<file path="src/jvlp_pkg.sv">
`timescale 1ns / 1ps

package jvlp_pkg;

  // Joints with limit registers
  localparam int JOINT_COUNT = 5;
  localparam int LIMIT_REGS  = 5;

  localparam int CFG_IDX_W = 3;
  localparam int PIPE_DEPTH = 11;

  // Register indexes beyond the joint limit registers
  localparam logic [CFG_IDX_W-1:0] REG_GUARD_ON   = 3'd5;
  localparam logic [CFG_IDX_W-1:0] REG_GUARD_BAND = 3'd6;

  localparam logic [2:0] ELBOW_JOINT = 3'd2;

  // -pi, +pi, -1.0, +1.0 in Q3.12
  localparam logic [63:0] LIMITS_RESET = 64'h1000_F000_3244_CDBC;
  localparam logic [12:0] GUARD_BAND_RESET = 13'd410;

  localparam logic signed [16:0] STOP_MARGIN = 17'sd82;
  localparam logic signed [16:0] SOFT_MARGIN = 17'sd410;
  localparam logic signed [16:0] ELBOW_SPAN  = 17'sd819;
  localparam logic signed [15:0] ELBOW_PUSH  = -16'sd2048;

  // Soft slowdown divisor 107584 = 64 * 1681; the 64 is a shift.
  localparam int SOFT_PRE_SHIFT = 6;
  localparam int SOFT_SHIFT = 41;
  localparam logic [10:0] SOFT_DIV_ODD = 11'd1681;
  localparam logic [30:0] SOFT_RECIP = 31'((64'd1 << SOFT_SHIFT) / 64'd1681);

  // Elbow slowdown divisor 670761 = 819 * 819
  localparam int ELBOW_SHIFT = 36;
  localparam logic [19:0] ELBOW_DIV = 20'd670761;
  localparam logic [16:0] ELBOW_RECIP = 17'((64'd1 << ELBOW_SHIFT) / 64'd670761);

  typedef struct packed {
    logic signed [15:0] vmax;
    logic signed [15:0] vmin;
    logic signed [15:0] pmax;
    logic signed [15:0] pmin;
  } limits_t;

endpackage

</file>
<file path="src/jvlp_limits.sv">
`timescale 1ns / 1ps

// Configuration register file and per-joint limit lookup.
module jvlp_limits (
  input  logic                            clk,
  input  logic                            rst,
  input  logic                            cfg_valid,
  output logic                            cfg_ready,
  input  logic [jvlp_pkg::CFG_IDX_W-1:0]  cfg_index,
  input  logic [63:0]                     cfg_data,
  input  logic [2:0]                      sel,
  output jvlp_pkg::limits_t               lim,
  output logic                            guard_on,
  output logic [12:0]                     guard_band
);
  import jvlp_pkg::*;

  logic [63:0] joint_limits [LIMIT_REGS];

  assign cfg_ready = 1'b1;

  always_ff @(posedge clk) begin
    if (rst) begin
      for (int i = 0; i < LIMIT_REGS; i++) begin
        joint_limits[i] <= LIMITS_RESET;
      end
      guard_on   <= 1'b0;
      guard_band <= GUARD_BAND_RESET;
    end else if (cfg_valid) begin
      if (cfg_index < CFG_IDX_W'(LIMIT_REGS)) begin
        joint_limits[cfg_index] <= cfg_data;
      end else if (cfg_index == REG_GUARD_ON) begin
        guard_on <= cfg_data[0];
      end else if (cfg_index == REG_GUARD_BAND) begin
        guard_band <= cfg_data[12:0];
      end
    end
  end

  // out-of-range joints read zero; the pipeline zeroes their velocity anyway
  assign lim = (sel < 3'(LIMIT_REGS)) ? limits_t'(joint_limits[sel]) : '0;

endmodule

</file>
<file path="config.mk">
export PLATFORM = sky130hd
export DESIGN_NAME = jvlp_limits
export DESIGN_NICKNAME = d
export VERILOG_FILES = /design/src/jvlp_pkg.sv /design/src/jvlp_limits.sv
export SDC_FILE = /design/constraint.sdc
export NUM_CORES = 1
export LEC_CHECK = 0
export BUFFER_PORTS_ARGS = -buffer_cell sky130_fd_sc_hd__buf_2
export CAP_MARGIN = 20
export CORE_ASPECT_RATIO = 1.5
export CORE_MARGIN = 4
export CORE_UTILIZATION = 61
export CTS_CLUSTER_SIZE = 8
export DETAILED_ROUTE_END_ITERATION = 6
export PLACE_DENSITY = 0.79
export SETUP_SLACK_MARGIN = 0.15
export SLEW_MARGIN = 20
export SYNTH_ARGS = -nofsm -noshare
export SYNTH_HDL_FRONTEND = slang
export SYNTH_SLANG_ARGS = --single-unit
</file>
<file path="constraint.sdc">
create_clock -name clk -period 3.9 [get_ports clk]
set_input_delay 0.585 -clock clk [delete_from_list [all_inputs] [get_ports clk]]
set_output_delay 0.585 -clock clk [all_outputs]
set_load 0.02 [all_outputs]
</file>
==> key figures <==
Timing
  – Worst Tran Pin Value: 1.08 ns
  – Maximum clock frequency: 340 MHz
  – Count of final hold-check violations: 0
  – Final Max Slew Viols: 0
  – Relative slew slack: 0.279
  – Final setup violation count: 0
  – Post-route setup TNS: 0 ns
  – Unrepaired setup endpoints after global routing: false
  – Clock Skew: 0 ns
  – Min Tclk post-route: 2.94 ns
  – Final worst path period share: 0.755

Critical path
  – Crit path DAT: about 2.4 ns
  – Worst R2R End: guard_band[12]
  – Worst r2r src: guard_band[12]
  – Worst setup path end: lim[37]
  – Reg2Reg Depth: 2
  – Crit Path Max Fanout: 40
  – Crit path required time: 3.31 ns
  – Worst setup EP type: primary output
  – Kind of critical path: in -> out
  – Reg2reg setup slack: about 3.3 ns
  – Critical Path Start: sel[2]
  – Startpoint Class: primary input

Synthesis
  – Syn_nets: 1123
  – Library cells used by synthesis: 30
  – Mean Syn Cell Area: 14.1 µm²
  – Register area share after synthesis: 0.668
  – Synthesized area: around 0.015 mm²
  – Register bit total from synthesis: approximately 330
  – Number of synthesized flops with an enable pin: 320
  – Post-synthesis async set-or-reset flop share: 0
  – Yosys Warn Count: 0
  – Top FF cell, synth: edfxtp_1
  – Post-Synthesis Cells: 1050

Die
  – Ports: between 150 and 200
  – Initial core utilization: 0.621
  – Die X: around 140 µm
  – Die H: between 150 and 200 µm
  – Row cnt: 69
  – Die ar.: 0.0269 mm²
  – Core area: 0.0238 mm²

Finish
  – Reg area: 0.00989 mm²
  – Nets: 1261
  – Area of the multi-input gates: 0.00465 mm²
  – Fillers: 1633
  – Share of layout cells above drive strength 1: 0.245
  – Synth-to-Final Area Change: 15.8%

Worst hold path
  – Hold Path Depth: 3
  – Hold Crit Class: in -> reg
  – Hold Startpoint: cfg_data[6]

Drt
  – Post-route ant nets: 0
  – Detailed Route WL: 33500 µm
  – Initial drt markers: roughly 600
  – Vias: 9020
  – DRC Markers: 0
  – Vias per cell: between 5 and 6
  – First-pass iteration count of the detailed router: 5
  – Routed wire per std cell: between 20 and 25 µm

Place
  – Gpl congestion: roughly 0.75
  – Hpwl dp: 18300 µm
  – PortBufs: 150

Outcome
  – Outcome: completed

Clock tree
  – H-Tree Depth: 2
  – CTS sink cnt: 334
  – Post-CTS Repair Setup Buffers: 0
  – Clock Path Buffers: 3
  – Post-CTS sizing: 0
  – Clk root buf: clkbuf_16
  – Clock Latency Late Sink: 0.52 ns
  – Post-CTS Hold Fix Bufs: 0
  – TritonCTS clock tree: built
  – CTS buffer count: 47
  – CTS clock-pin slew for the worst setup and hold paths: around 0.05 ns

GRT
  – Largest net degree at the start of global routing: 67
  – Vias in the first global route: 9564
  – Gr usage total: 0.252
  – Total gr overflow: 0
  – Initial antenna violation count: 5
  – First-pass GRT wire length: 51500 µm

Power and ir drop
  – Sw Pwr: 1.84 mW
  – Seq pwr share: 0.497
  – Clk pwr share: 0.418
  – Peak VDD IR: 0.392 mV
  – Comb pwr share: 0.084
  – PwrDens: 495 mW/mm²
  – Pleak: 6.42 nW
  – Internal power: ~6.6 mW
  – Total power: 8.48 mW
  – Sw frac: 0.217

Flow run
  – Max-cap violations: 0
[routing by layer]
layer,share of wire,up-vias,track usage
li1,-,4102,-
met4,0.039,4,0.126
met2,0.54,328,0.453
met5,0.00066,-,0
met1,0.37,4497,0.289
met3,0.058,89,0.0435
[cells in the final DEF, fill, tap and decap left out, types with 2 or more instances in the layout]
master	count
a21oi_1	8
a221o_1	62
and2_1	220
buf_12	4
buf_2	148
buf_4	14
clkbuf_1	9
clkbuf_16	49
dfxtp_1	14
diode_2	3
edfxtp_1	320
mux2_2	64
mux2i_1	65
nand2_1	27
nand2b_1	60
nand3b_1	6
nand4b_1	2
nor2_1	63
nor2_4	3
or2_4	5
or3_1	40
[flip-flops by register name (all words and copies together), names as in the netlist]
| signal | count |
|---|---|
| joint_limits | 320 |
| guard_band | 13 |
| guard_on | 1 |
[final cells by class]
cell class                 count  share of cell area
sequential                   334               0.577
multi-input combinational    639               0.271
clock buffer                  58              0.0735
timing repair buffer         166              0.0540
tap                          319              0.0233
antenna                        3            0.000438
clock inverter                 1            0.000219
[cells by family after synthesis]
family,Yosys count,synth area share
compound gates,73,0.0461
buf+inv,77,0.0221
flops,334,0.668
mux,129,0.0926
simple gates,436,0.171
other cells,1,0.000253
[stage by stage]
| stage | worst slack [ns] | hold WS [ns] | std cells | area (µm²) | utilization |
|---|---|---|---|---|---|
| 6_report | 0.957 | 0.346 | 1520 | 17100 | 0.719 |
| 5_1_grt | 0.889 | 0.355 | 1520 | 17100 | 0.719 |
| 4_1_cts | 0.971 | 0.321 | 1517 | 17100 | 0.719 |
| 3_5_place_dp | 0.972 | 0.447 | 1458 | 15900 | 0.666 |
| 3_3_place_gp | 0.984 | 0.442 | 1458 | 15900 | 0.666 |
| 2_1_floorplan | 1.18 | 0.535 | 1050 | 14800 | - |
[Yosys cell counts (all sizes together) (2+ instances only)]
cell    number  share of area
nand3b       6         0.0030
dfxtp       14          0.019
nand2       27         0.0068
or2          5         0.0021
a221o       62          0.042
nor2        66          0.017
nor3b        3         0.0019
mux2        64          0.049
and2       220          0.093
mux2i       65          0.044
or3         40          0.017
a21oi        8         0.0027
nand2b      62          0.026
nand4b       2         0.0012
edfxtp     320           0.65
nor3         3         0.0014
clkbuf      50          0.013
buf         27         0.0089
[worst min path at each step]
stage	endpoint	slack, ns
after floorplan	guard_band[0]	0.53
after global placement	guard_band[5]	0.44
after detailed placement	guard_band[2]	0.45
after CTS	guard_band[9]	0.32
after global routing	guard_band[9]	0.35
final	guard_band[6]	0.35
[worst max-delay path: stages]
cell and delay, ns:
buf_4 0.22, nor3b_2 0.47, buf_4 0.55, a221o_1 0.29, buf_2 0.17
[power groups by stage]
stage | Combinational, mW | Sequential (mW) | Clock (mW)
global placement | 0.711 | 4.26 | 0
floorplan | 0.441 | 4.26 | 0
CTS | 0.722 | 4.21 | 3.59
detailed placement | 0.717 | 4.28 | 0
global route | 0.766 | 4.23 | 3.73
finish | 0.716 | 4.21 | 3.55
Note: power is estimated with default switching activity, not from simulation.
